**config.mk**
```make
export PLATFORM = sky130hd
export DESIGN_NAME = byte_deque_with_search_top
export DESIGN_NICKNAME = d
export VERILOG_FILES = /design/src/rtl/bdq_pkg.sv /design/src/rtl/bdq_store.sv /design/src/rtl/bdq_ctrl.sv /design/src/rtl/byte_deque_with_search_top.sv
export SDC_FILE = /design/constraint.sdc
export NUM_CORES = 1
export LEC_CHECK = 0
export BUFFER_PORTS_ARGS = -buffer_cell sky130_fd_sc_hd__buf_2
export CORE_MARGIN = 3
export CORE_UTILIZATION = 45
export DETAILED_ROUTE_END_ITERATION = 8
export GPL_TIMING_DRIVEN = 0
export PLACE_DENSITY = 0.66
export SLEW_MARGIN = 0
export SYNTH_ARGS = -nofsm -noshare
export SYNTH_HDL_FRONTEND = slang
export SYNTH_HIERARCHICAL = 1
export SYNTH_SLANG_ARGS = --single-unit
export TNS_END_PERCENT = 30
```
**constraint.sdc**
```tcl
create_clock -name clk -period 7.2 [get_ports clk]
set_input_delay 1.08 -clock clk [delete_from_list [all_inputs] [get_ports clk]]
set_output_delay 1.08 -clock clk [all_outputs]
set_load 0.05 [all_outputs]
```
**src/rtl/bdq_pkg.sv**
```systemverilog
package bdq_pkg;

	localparam int DEPTH = 32;
	localparam int IDX_W = (DEPTH > 1) ? $clog2(DEPTH) : 1;
	localparam int CNT_W = $clog2(DEPTH + 1);
	localparam int SUM_W = CNT_W + 1;
	localparam int BYTE_W = 8;
	localparam int KIND_W = 2;
	localparam int ENTRIES_W = 6;

	typedef enum logic [KIND_W-1:0] {
		KIND_PUSH_BACK  = 2'd0,
		KIND_PUSH_FRONT = 2'd1,
		KIND_POP_BACK   = 2'd2,
		KIND_SEARCH     = 2'd3
	} kind_t;

	typedef enum logic [1:0] {
		ST_DONE  = 2'd0,
		ST_EMPTY = 2'd1,
		ST_FULL  = 2'd2
	} status_t;

	typedef enum logic [1:0] {
		S_IDLE,
		S_EXEC,
		S_SCAN,
		S_DONE
	} state_t;

	typedef struct packed {
		logic              we;
		logic              re;
		logic [IDX_W-1:0]  addr;
		logic [BYTE_W-1:0] wdata;
	} mem_req_t;

	typedef struct packed {
		status_t          status;
		logic             found;
		logic [CNT_W-1:0] count;
	} result_t;

endpackage

```
**src/rtl/bdq_store.sv**
```systemverilog
module bdq_store (
	input  logic                       clk,
	input  bdq_pkg::mem_req_t          req,
	output logic [bdq_pkg::BYTE_W-1:0] rd_data
);
	import bdq_pkg::*;

	logic [BYTE_W-1:0] mem [DEPTH];

	always_ff @(posedge clk) begin
		if (req.we) begin
			mem[req.addr] <= req.wdata;
		end
		if (req.re) begin
			rd_data <= mem[req.addr];
		end
	end

endmodule

```
**src/rtl/bdq_ctrl.sv**
```systemverilog
module bdq_ctrl (
	input  logic                       clk,
	input  logic                       arst_n,
	input  logic                       in_valid,
	output logic                       in_stall,
	input  logic [bdq_pkg::KIND_W-1:0] kind,
	input  logic [bdq_pkg::BYTE_W-1:0] value,
	output bdq_pkg::mem_req_t          mem_req,
	input  logic [bdq_pkg::BYTE_W-1:0] rd_data,
	input  logic                       out_free,
	output logic                       res_valid,
	output bdq_pkg::result_t           res
);
	import bdq_pkg::*;

	state_t            state_q, state_n;
	kind_t             kind_q, kind_n;
	logic [BYTE_W-1:0] value_q, value_n;
	logic [IDX_W-1:0]  head_q, head_n;
	logic [CNT_W-1:0]  count_q, count_n;
	logic [CNT_W-1:0]  off_q, off_n;
	logic              cmp_vld_q, cmp_vld_n;
	status_t           status_q, status_n;
	logic              found_q, found_n;

	// Shared slot unit: head plus an offset, wrapped once into the store.
	logic [CNT_W-1:0] operand;
	logic [SUM_W-1:0] sum;
	logic [SUM_W-1:0] wrapped;
	logic [IDX_W-1:0] slot;
	logic             is_full;
	logic             is_empty_now;
	logic             match;

	always_comb begin
		operand = count_q;
		case (state_q)
			S_EXEC: begin
				if (kind_q == KIND_PUSH_FRONT) begin
					operand = CNT_W'(DEPTH - 1);
				end
			end
			S_SCAN: begin
				operand = off_q;
			end
			default: begin
				operand = count_q;
			end
		endcase
		sum = SUM_W'(head_q) + SUM_W'(operand);
		wrapped = (sum >= SUM_W'(DEPTH)) ? (sum - SUM_W'(DEPTH)) : sum;
		slot = wrapped[IDX_W-1:0];
	end

	assign is_full = (count_q == CNT_W'(DEPTH));
	assign is_empty_now = (count_q == '0);
	assign match = cmp_vld_q && (rd_data == value_q);

	always_comb begin
		state_n = state_q;
		kind_n = kind_q;
		value_n = value_q;
		head_n = head_q;
		count_n = count_q;
		off_n = off_q;
		cmp_vld_n = 1'b0;
		status_n = status_q;
		found_n = found_q;
		in_stall = 1'b1;
		res_valid = 1'b0;
		mem_req.we = 1'b0;
		mem_req.re = 1'b0;
		mem_req.addr = slot;
		mem_req.wdata = value_q;

		case (state_q)
			S_IDLE: begin
				in_stall = 1'b0;
				if (in_valid) begin
					kind_n = kind_t'(kind);
					value_n = value;
					status_n = ST_DONE;
					found_n = 1'b0;
					state_n = S_EXEC;
				end
			end
			S_EXEC: begin
				state_n = S_DONE;
				case (kind_q)
					KIND_PUSH_BACK: begin
						if (is_full) begin
							status_n = ST_FULL;
						end else begin
							mem_req.we = 1'b1;
							count_n = count_q + 1'b1;
						end
					end
					KIND_PUSH_FRONT: begin
						if (is_full) begin
							status_n = ST_FULL;
						end else begin
							mem_req.we = 1'b1;
							head_n = slot;
							count_n = count_q + 1'b1;
						end
					end
					KIND_POP_BACK: begin
						if (is_empty_now) begin
							status_n = ST_EMPTY;
						end else begin
							count_n = count_q - 1'b1;
						end
					end
					default: begin
						if (is_empty_now) begin
							status_n = ST_EMPTY;
						end else begin
							off_n = '0;
							state_n = S_SCAN;
						end
					end
				endcase
			end
			S_SCAN: begin
				// The read issued last cycle is compared while the next one goes out.
				if (match) begin
					found_n = 1'b1;
					state_n = S_DONE;
				end else if (off_q < count_q) begin
					mem_req.re = 1'b1;
					off_n = off_q + 1'b1;
					cmp_vld_n = 1'b1;
				end else begin
					state_n = S_DONE;
				end
			end
			S_DONE: begin
				if (out_free) begin
					res_valid = 1'b1;
					state_n = S_IDLE;
				end
			end
			default: begin
				state_n = S_IDLE;
			end
		endcase
	end

	assign res.status = status_q;
	assign res.found = found_q;
	assign res.count = count_q;

	always_ff @(posedge clk or negedge arst_n) begin
		if (!arst_n) begin
			state_q <= S_IDLE;
			head_q <= '0;
			count_q <= '0;
			off_q <= '0;
			cmp_vld_q <= 1'b0;
			status_q <= ST_DONE;
			found_q <= 1'b0;
		end else begin
			state_q <= state_n;
			head_q <= head_n;
			count_q <= count_n;
			off_q <= off_n;
			cmp_vld_q <= cmp_vld_n;
			status_q <= status_n;
			found_q <= found_n;
		end
	end

	always_ff @(posedge clk) begin
		kind_q <= kind_n;
		value_q <= value_n;
	end

endmodule

```
**src/rtl/byte_deque_with_search_top.sv**
```systemverilog
// Bounded double-ended queue of bytes with a front-to-back search.
// Input channel (in_valid, in_stall, kind, value): one operation per transfer,
// push back, push front, pop back or search for value.
// Output channel (out_valid, out_stall, status, found, is_empty, entries): one
// result per operation, giving status, search hit, empty flag and entry count
// after the operation.
// A push or pop passes from the input transfer through the execute state to
// the done state, where its result is loaded into the output register.
// A search reads one stored entry per cycle through a single memory read port
// and one byte comparator in a scan state between execute and done, and it
// stops at the first hit. The next input transfer is taken in the idle state
// that follows done.
// The block takes one operation at a time: in_stall is high from the transfer
// until the result has been loaded into the output register.
// A result waiting in the output register does not block the next transfer,
// but that next result is held back until the waiting one has been taken.
// While out_stall is high, a valid result holds: out_valid and the result fields stay.
// Reset (arst_n low) empties the queue at once; the byte store is not cleared,
// since only occupied entries are ever read.
module byte_deque_with_search_top (
	input  logic       clk,
	input  logic       arst_n,
	input  logic       in_valid,
	output logic       in_stall,
	input  logic [1:0] kind,
	input  logic [7:0] value,
	output logic       out_valid,
	input  logic       out_stall,
	output logic [1:0] status,
	output logic       found,
	output logic       is_empty,
	output logic [5:0] entries
);
	import bdq_pkg::*;

	mem_req_t          mem_req;
	logic [BYTE_W-1:0] rd_data;
	logic              out_free;
	logic              res_valid;
	result_t           res;
	logic              out_valid_q;
	result_t           out_res_q;

	assign out_free = !out_valid_q || !out_stall;

	bdq_ctrl u_ctrl (
		.clk       (clk),
		.arst_n    (arst_n),
		.in_valid  (in_valid),
		.in_stall  (in_stall),
		.kind      (kind),
		.value     (value),
		.mem_req   (mem_req),
		.rd_data   (rd_data),
		.out_free  (out_free),
		.res_valid (res_valid),
		.res       (res)
	);

	bdq_store u_store (
		.clk     (clk),
		.req     (mem_req),
		.rd_data (rd_data)
	);

	always_ff @(posedge clk or negedge arst_n) begin
		if (!arst_n) begin
			out_valid_q <= 1'b0;
		end else if (res_valid) begin
			out_valid_q <= 1'b1;
		end else if (!out_stall) begin
			out_valid_q <= 1'b0;
		end
	end

	always_ff @(posedge clk) begin
		if (res_valid) begin
			out_res_q <= res;
		end
	end

	assign out_valid = out_valid_q;
	assign status = out_res_q.status;
	assign found = out_res_q.found;
	assign is_empty = (out_res_q.count == '0);
	assign entries = ENTRIES_W'(out_res_q.count);

endmodule
```
# Word level (Yosys, flattened, before mapping)
# Memories as Yosys holds them, arrays and structs flattened. A register that Yosys moved wholly into a read port is not among the register bits.
# Cells that the tools add are included.
[word_totals] reg_bits=43 romBits=0 latchBits=0 input_bits=14 output_inout_bits=12 ramBits=256 wordCells=102 memories=1
[memory_table] memory="u_store.mem" depth=32 word_bits=8 rd=1 rd_ports_with_merged_regs=1 write_ports=1 line="bdq_store.sv:8" source="logic [BYTE_W-1:0] mem [DEPTH];"
[op_classes] muxes=39 bitwise_logic=1 n_reduce_logical=21 eq_ne=20 multipliers=0 n_div=0 shifts=0 n_lt_le_gt_ge=2 add_sub_neg=5
[op_table] cell="6-bit two-way mux" count=7
[op_table] cell="6-bit one-hot mux with 2 select lines" count=3
[op_table] cell="2-bit two-way mux" count=9
[op_table] cell="1-bit two-way mux" count=16
[op_table] cell="2-bit inequality test, second input constant" count=7
[op_table] cell="6-bit by 1-bit adder with 6-bit output, second input constant" count=2
[op_table] cell="6-bit logical NOT" count=2
[op_table] cell="3-bit by 2-bit inequality test with 1-bit output, second input constant" count=3
[op_table] cell="3-bit AND reduction" count=3
[op_table] cell="8-bit equality test" count=1
[op_table] cell="2-bit one-hot mux with 4 select lines" count=1
[op_table] cell="4-bit AND reduction" count=2
[op_table] cell="2-bit nonzero test" count=4
[op_table] cell="5-bit by 6-bit adder with 7-bit output" count=1
[op_table] cell="7-bit by 6-bit greater-or-equal comparator with 1-bit output, second input constant" count=1
[op_table] cell="2-bit equality test, second input constant" count=3
[op_table] cell="6-bit equality test, second input constant" count=1
[op_table] cell="6-bit < comparator" count=1
[op_table] cell="2-bit by 1-bit inequality test with 1-bit output, second input constant" count=3
[op_table] cell="6-bit by 1-bit subtractor with 6-bit output, second input constant" count=1
[op_table] cell="5-bit two-way mux" count=1
[op_table] cell="5-bit AND reduction" count=1
[op_table] cell="5-bit by 1-bit subtractor with 5-bit output, second input constant" count=1
[op_table] cell="2-bit by 1-bit equality test with 1-bit output, second input constant" count=2
[op_table] cell="10 further kinds" count=12

# Logic depth before layout (Yosys ltp)
# Gate-level depths: netlist of the first run.
[depth] depth_word=6 mapped_depth=18 ltp_nobuf=15

# Modules after synthesis
# Netlist of the first run, hierarchy kept.
[modules_own_cells] mod="bdq_store" cells_per_inst=576 instances=1 area_each_um2=10281.1 seq_area_each_um2=7927.6
[modules_own_cells] mod="bdq_ctrl" cells_per_inst=206 instances=1 area_each_um2=2147.1 seq_area_each_um2=875.8
[modules_own_cells] mod="byte_deque_with_search_top" cells_per_inst=14 instances=1 area_each_um2=322.8 seq_area_each_um2=295.3

# Least setup slack after synthesis of the first run
# Ideal clock, no wire load.
[synth_path] kind="reg-to-reg" start="register u_ctrl.state_q[0]" end="memory u_store.mem[17][0] (enable)" setup_ps=370 t_arrival_ps=3769 path_buffers=2 stages_incl_launch_ff=15 required_time_ps=6830 setup_slack_ps=3060 synth_period_minus_slack_ps=4140 cell_sequence="dfrtp_1 -> inv_1 -> ha_1 -> nand2b_1 -> a22o_1 -> ha_1 -> fa_1 -> a21o_1 -> a21oi_1 -> xnor2_1 -> xnor2_1 -> buf_2 -> buf_2 -> or3b_2 -> nor2_1"
[synth_rtl] element="start: declaration" line="bdq_ctrl.sv:16" source="state_t state_q, state_n;"
[synth_rtl] element="start signal: assignment" line="bdq_ctrl.sv:163" source="state_q <= state_n;"
[synth_rtl] element="end: declaration" line="bdq_store.sv:8"

==> results of run 1 <==
==> final cells by class <==
cell class                      instances  area (sq um)  share of cell area
Inverter                               15          56.3             0.00391
Multi-Input combinational cell        434          3380               0.235
Buffer                                 40           214              0.0149
Clock buffer                           39           806              0.0560
Clock inverter                         17           196              0.0136
Timing Repair Buffer                   27           180              0.0125
Sequential cell                       307          9100               0.632
Tap cell                              372           465              0.0323
==> state kept, by name (all words and copies together), names as in the netlist, 2 cells and up <==
register and flops:
u_ctrl/off_q 6, u_store/rd_data 8, u_ctrl/value_q 8, u_store/mem 256
u_ctrl/head_q 5, u_ctrl/count_q 6, u_ctrl/status_q 2, u_ctrl/state_q 2
entries 6, status 2, u_ctrl/kind_q 2
==> cell usage in the layout, fill, tap and decap left out, drive strengths merged, types with 4 or more instances in the layout <==
| master | netlist | final |
|---|---|---|
| a21oi | 8 | 8 |
| a22o | 6 | 6 |
| a31oi | 5 | 5 |
| buf | 30 | 57 |
| bufinv | 0 | 4 |
| clkbuf | 10 | 49 |
| clkinv | 0 | 10 |
| dfrtp | 24 | 24 |
| edfxtp | 283 | 283 |
| ha | 18 | 18 |
| inv | 15 | 16 |
| mux2 | 6 | 6 |
| mux2i | 128 | 128 |
| nand2 | 31 | 31 |
| nand3 | 6 | 6 |
| nand3b | 5 | 5 |
| nand4b | 4 | 4 |
| nand4bb | 5 | 5 |
| nor2 | 35 | 35 |
| nor3 | 10 | 10 |
| nor4 | 18 | 18 |
| o21ai | 16 | 16 |
| o22ai | 66 | 66 |
| o31ai | 6 | 6 |
| or4b | 4 | 4 |
| xnor2 | 8 | 8 |
| xor2 | 10 | 10 |
==> layer usage <==
layer  part of all wire  routed length, microns  GRT usage  up-vias
met5                  0                       0          0        -
met2               0.48                   13300      0.299      242
met4              0.038                    1060     0.0660        0
met3              0.059                    1650     0.0273       63
met1               0.43                   11900      0.250     3495
li1                   -                       -          -     3253
==> path summary, 6_finish.rpt <==
check	slack, ns	to	from
max	2.02	u_store/mem[18][5]	u_ctrl/state_q[0]
min	0.48	u_ctrl/off_q[5]	u_ctrl/off_q[5]
max reg2reg	2.02	u_store/mem[18][5]	u_ctrl/state_q[0]
min reg2reg	0.48	u_ctrl/off_q[5]	u_ctrl/off_q[5]
max in group asynchronous	6.30	out_valid	arst_n
min in group asynchronous	0.51	u_ctrl/count_q[5]	arst_n
==> cell families (layout without fill, tap and decap cells) <==
kind of cell / after synthesis / after routing / share of synthesized area
compound gates: 119 / 119 / 0.0607
mux: 134 / 134 / 0.106
xor+xnor: 18 / 18 / 0.0124
buf+inv: 55 / 138 / 0.0212
flops: 307 / 307 / 0.714
fa+ha+maj: 20 / 20 / 0.0208
simple gates: 143 / 143 / 0.0655
==> metrics by stage <==
| stage | std cells | hold slack [ns] | util |
|---|---|---|---|
| 5_1_grt | 1251 | 0.519 | 0.525 |
| 3_3_place_gp | 1193 | 0.473 | 0.487 |
| 2_1_floorplan | 796 | 0.448 | - |
| 6_report | 1251 | 0.479 | 0.525 |
| 3_5_place_dp | 1193 | 0.475 | 0.487 |
| 4_1_cts | 1249 | 0.482 | 0.523 |
==> worst max-delay path: cells and delay by family, from the launching register on <==
kind                     cells  cell delay (ns)
AND/OR/NAND/NOR              3             1.36
adder cells (fa/ha/maj)      3             1.07
XOR/XNOR                     2             0.71
buffers and inverters        3             0.63
AO/OA/AOI/OAI                3             0.62
flip-flops                   1             0.42
==> impl_results.md, run 1 <==
* Top-count cell post-synth: edfxtp_1
* Clock Path Buffers at 3
* Final nets at 890
* FILL cells at 2,231
* Share of the synthesized area in the top cell type at 0.666
* CTS resizes at 0
* IO Pins at 26
* Via count at 7,053
* Post-route setup TNS at 0 ns
* Vias in the first global route at 6,902
* Placed wire-length estimate at 18,400 microns
* Layout area overhead at 12.9%
* Num CTS Buffers at 31
* EDFF count, synth at 283
* Routed WL per cell at 22.3 microns
* # clock sinks at 307
* CP cell instances: inv_1 > ha_1 > nand2b_1 > a22o_1 > ha_1 > fa_1 > a21o_1 > a21oi_1 > xnor2_1 > xnor2_1 > buf_2 > buf_2 > or3b_2 > nor2_1
* Clock Skew at 0.0152 ns
* Setup violators final at 0
* Minimum clock period at 5.18 ns
* Largest cells by area after synthesis: edfxtp_1 67%, mux2i_1 10%, dfrtp_1 4.7%
* DRT Wirelength at 27,900 microns
* Rel. slew slack at 0.108
* Crit path required time at 7.40 ns
* CP Capture Type: register
* GRT Total Usage at 0.183
* Number of port buffers at 25
* Worst Hold Class: reg -> reg
* MaxCap Viol Count at 0
* Core box area at 27,400 sq um
* Die Wd at 174 microns
* Final Max Slew Viols at 0
* Fin area at 14,400 sq um
* Die Height at 174 microns
* Synth warn at 6
* Final RePlAce weighted congestion at 0.884
* Diode count at 0
* Syn Inst Count at 796
* Ys async rst share at 0.0782
* Maximum fanout along the worst path at 10
* Clock Latency Late Sink at 0.58 ns
* Crit path DAT at 5.38 ns
* Fmax at 193 MHz
* Synthesized flop and latch total at 307
* RSZ-0062 raised after global routing: false
* Cell depth of the worst hold path at 1
* Crit-path slowest cell: xnor2_1
* Sequential area share after synthesis at 0.714
* Fin crit share at 0.719
* Slew @ Worst Pin at 1.34 ns
* Antenna-violating nets left at 0
* Worst reg2reg path depth at 14
* Core Rows at 60
* Area leader, netlist: edfxtp_1
* Post-Syn Area at 12,800 sq um
* Die area at 30,400 sq um
* Iter 0 DRT Violations at 712
* Syn_nets at 830
* First-pass GRT wire length at 42,100 microns
* Cell area after placement at 13,300 sq um
* First-pass DRT Iterations at 5
* Post-CTS Setup Bufs at 0
* Initial core utilization at 0.465
* Residual DRC at 0
* Hold Buf Count CTS at 0
* CP peak stage delay at 0.61 ns
* Top FF cell, synth: edfxtp_1
* Vias per inst at 5.64
* Largest net degree at the start of global routing at 34
* Grt ovf at 0
* Final worst slack at 2.02 ns
* Pre-CTS WS at 2.08 ns
* CP Launch Type: register
* Initial antenna violation count at 0
* WS Path Type: reg -> reg
* Avg Inst Size Synth at 16.0 sq um
* Share of cells above drive strength 1 at 0.127
* Clock slew at reported path FFs at 0.06 ns
* Top post-synthesis cells by count: 283 x edfxtp_1, 128 x mux2i_1, 66 x o22ai_1
* H-tree Lvls at 1
* Yosys cell types at 58
* CTS root buf: clkbuf_16
* CTS tree: yes
* Final Hold Fails at 0
* Status: finished clean
Power of run 1 is left out: the tool's default activity adds up to more than one toggle a clock period on the data nets, which glitch-free logic cannot reach.
==> run 2: changes to the inputs <==
- ABC_AREA: unset -> 1
- clock period: 7.2 -> 5 ns (I/O delays scaled with it)
==> run 2 against run 1 <==
Compared with the run above:
- critical path depth grew 5
- non-clock buffer count grew 12
- utilization shrank 0.69 points
- design area is 7.3% higher
- clock skew grew 0.0093 ns
- sequential share of layout area down 4.3 points
- first-iteration DRC count grew 26%
- area after synthesis rose by 7.0%
- final cell count up 49%
- setup slack got worse by 1.8 ns
- global-route usage grew 1.1 points
- wire length rose by 14%
- critical path type unchanged
- largest cell class unchanged
==> impl_results.md, run 2 <==
* Area leader, netlist: edfxtp_1
* Core Rows at 63 (+5.0%)
* Iter 0 DRT Violations at 895 (+26%)
* Critical path buffer and inverter count at 6 (+3)
* Status: finished clean
* Routed WL per cell at 17.1 microns (-23%)
* R2r endpoint: u_store/mem[9][3]
* Final RePlAce weighted congestion at 0.909 (+2.8%)
* Syn Inst Count at 1,385 (+74%)
* Antenna-violating nets left at 0 (unchanged)
* CP Capture Type: register
* Max FFs per register at 256 (unchanged)
* Avg Inst Size Synth at 9.85 sq um (-39%)
* Fin crit share at 0.951 (+0.232)
* Most frequent cells in the layout: 787 x nand2_1, 283 x edfxtp_1, 57 x nor2_1
* DRT Wirelength at 32,000 microns (+14%)
* GRT Total Usage at 0.194 (+0.0115)
* Crit path required time at 5.19 ns (-2.21 ns)
* WS Path Type: reg -> reg
* # clock sinks at 307 (unchanged)
* Rel. slew slack at 0.102 (-0.00581)
* Final worst slack at 0.244 ns (-1.78 ns)
* Layout area overhead at 13.2%
* Die Wd at 180 microns (+3.3%)
* Core box area at 29,800 sq um (+8.7%)
* H-tree Lvls at 1 (unchanged)
* Synth Area in Compound Gates at 0.0114 (-0.0494)
* Leading cell type in the layout, fill and taps excluded: nand2_1
* First-pass GRT wire length at 49,500 microns (+18%)
* CTS root buf: clkbuf_16
* Cells after DPL at 1,801 (+51%)
* Clock Latency Late Sink at 0.57 ns (about the same)
* Setup violators final at 0 (unchanged)
* Clock slew at reported path FFs at 0.06 ns (about the same)
* Biggest regs: u_store/mem: 256 flops, u_ctrl/value_q: 8 flops, u_store/rd_data: 8 flops
* Clock Skew at 0.0245 ns (+0.00933 ns)
* Post-Syn Area at 13,600 sq um (+7.0%)
* Yosys cell types at 29 (-50%)
* Via count at 9,336 (+32%)
* Xor/xnor cell area share of the yosys netlist at 0.00642 (-0.00594)
* Largest net degree at the start of global routing at 35 (+2.9%)
* First-pass DRT Iterations at 5 (unchanged)
* Crit path DAT at 4.95 ns (-0.43 ns)
* Simple-Gate Fraction of Synth Area at 0.257 (+0.192)
* Slew @ Worst Pin at 1.35 ns (+0.00871 ns)
* Adder-cell share of the synthesized area at 0.0194 (-0.00136)
* Top FF cell, synth: edfxtp_1
* Ys async rst share at 0.0782 (unchanged)
* Flop-to-flop setup slack at 0.24 ns (-1.78 ns)
* Die Height at 180 microns (+3.3%)
* EDFF count, synth at 283 (unchanged)
* Final Max Slew Viols at 0 (unchanged)
* CTS tree: yes
* Diode count at 0 (unchanged)
* Die area at 32,400 sq um (+6.8%)
* Grt ovf at 0 (unchanged)
* Initial core utilization at 0.458 (-0.00742)
* Maximum fanout along the worst path at 9 (-1)
* Synthesized flop and latch total at 307 (unchanged)
* Worst reg2reg path depth at 19 (+5)
* Placed wire-length estimate at 21,000 microns (+14%)
* Pre-CTS WS at 0.308 ns (-1.78 ns)
* Share of cells above drive strength 1 at 0.104 (-0.0235)
* Fmax at 210 MHz (+8.9%)
* Residual DRC at 0 (unchanged)
* Top post-synthesis cells by count: 787 x nand2_1, 283 x edfxtp_1, 73 x nor2_1
* Fin cells at 1,863 (+49%)
* IO Pins at 26 (unchanged)
* Reg2reg start: u_ctrl/state_q[0]
* Largest cells by area after synthesis: edfxtp_1 62%, nand2_1 22%, dfrtp_1 4.4%
* Crit path max-delay family: simple AND/OR/NAND/NOR gates
* Number of port buffers at 25 (unchanged)
* CP Launch Type: register
* Most flop-heavy register: u_store/mem
* Post-route setup TNS at 0 ns (unchanged)
* Clock Path Buffers at 3 (unchanged)
* Syn_nets at 1,419 (+71%)
* Top-count cell post-synth: nand2_1
* Num CTS Buffers at 31 (unchanged)
* RSZ-0062 raised after global routing: true
* Synth warn at 6 (unchanged)
* CP peak stage delay at 0.68 ns (+0.07 ns)
* Crit-path slowest cell: nor2_1
* Final Hold Fails at 0 (unchanged)
* Mux cell area share after synthesis at 0 (-0.106)
* Sequential area share after synthesis at 0.667 (-0.0467)
* Share of the synthesized area in the top cell type at 0.623 (-0.0436)
* Worst Hold Class: in -> async
* FILL cells at 2,647 (+19%)
* Minimum clock period at 4.76 ns (-0.422 ns)
* MaxCap Viol Count at 0 (unchanged)
* CP cell instances: inv_1 > ha_1 > clkbuf_1 > inv_1 > nor2_1 > o21ai_0 > ha_1 > fa_1 > nand3_1 > nand2_1 > or2_2 > nand2_1 > nand2_1 > nand2_1 > inv_1 > buf_2 > nor3_2 > inv_1 > nor2_1
* Final nets at 1,482 (+67%)
* Utilization after layout at 0.519 (-0.00692)
* Vias in the first global route at 8,910 (+29%)
* Largest family of logic cells by synthesized area: simple AND/OR/NAND/NOR gates
* Initial antenna violation count at 0 (unchanged)
* Vias per inst at 5.01 (-11%)
-- run 2: cell types whose count changed after synthesis, sizes merged, moves of 6 or more --
cell / change
mux2: -6
o31ai: -6
a22o: -6
inv: +51
nor2: +39
buf: +10
o22ai: -65
nand2: +758
nand3: +22
mux2i: -128
nor4: -18
-- run 2: per-stage QoR --
| stage | area (sq um) | hold WS, ns |
|---|---|---|
| 4_1_cts | 15300 | 0.197 |
| 3_5_place_dp | 14300 | 0.441 |
| 2_1_floorplan | 13600 | 0.425 |
| 5_1_grt | 15500 | 0.221 |
| 3_3_place_gp | 14300 | 0.438 |
| 6_report | 15500 | 0.192 |
-- run 2: area by class of cell --
cell class              count  area (sq um)  share of cell area
multi-input cells         963          4060               0.263
inverters                  66           248              0.0160
plain buffers              49           278              0.0180
flip-flops and latches    307          9100               0.589
clock inverters            15           124             0.00802
well taps                 390           488              0.0316
repair buffers             30           263              0.0170
clock buffers              43           892              0.0577
-- run 2: worst max path at each step --
| stage | cells after the start | startpoint | slack (ns) | to |
|---|---|---|---|---|
| 3_5_place_dp | 19 | u_ctrl/state_q[0] | 0.31 | u_store/mem[30][2] |
| 5_1_grt | 19 | u_ctrl/state_q[0] | -0.20 | u_store/mem[29][3] |
| 6_report | 19 | u_ctrl/state_q[0] | 0.24 | u_store/mem[9][3] |
| 4_1_cts | 19 | u_ctrl/state_q[0] | 0.28 | u_store/mem[30][2] |
| 2_1_floorplan | 19 | u_ctrl/state_q[0] | 1.14 | u_store/mem[28][0] |
| 3_3_place_gp | 19 | u_ctrl/state_q[0] | 0.33 | u_store/mem[30][5] |
-- run 2: routing by layer --
metal | vias to the layer above | share of wire | GRT usage
met5 | - | 0 | 0
met4 | 0 | 0.029 | 0.0568
met3 | 63 | 0.073 | 0.0301
met2 | 298 | 0.48 | 0.327
met1 | 4392 | 0.42 | 0.263
li1 | 4583 | - | -
-- run 2: worst register-to-register path: cells and delay by family, from the launching register on --
kind / cells / cell delay, ns
simple gates: 9 / 2.02
fa+ha+maj: 3 / 0.93
buf+inv: 6 / 0.93
flops: 1 / 0.41
compound gates: 1 / 0.13
-- run 2: what timing repair did --
item                       in CTS  in global routing
hold buffers                    0                  0
resized for setup               0                 16
setup buffers                   0                  0
setup endpoints to repair       0                222
-- run 2: logic make-up (layout without fill, tap and decap cells) --
kind of cell / Yosys count / count (layout)
adder cells (fa/ha/maj): 20 / 20
AND/OR/NAND/NOR: 905 / 905
flip-flops: 307 / 307
XOR/XNOR: 10 / 10
AO/OA/AOI/OAI: 28 / 28
buffers and inverters: 115 / 203
Power of run 2 is left out for the same reason.
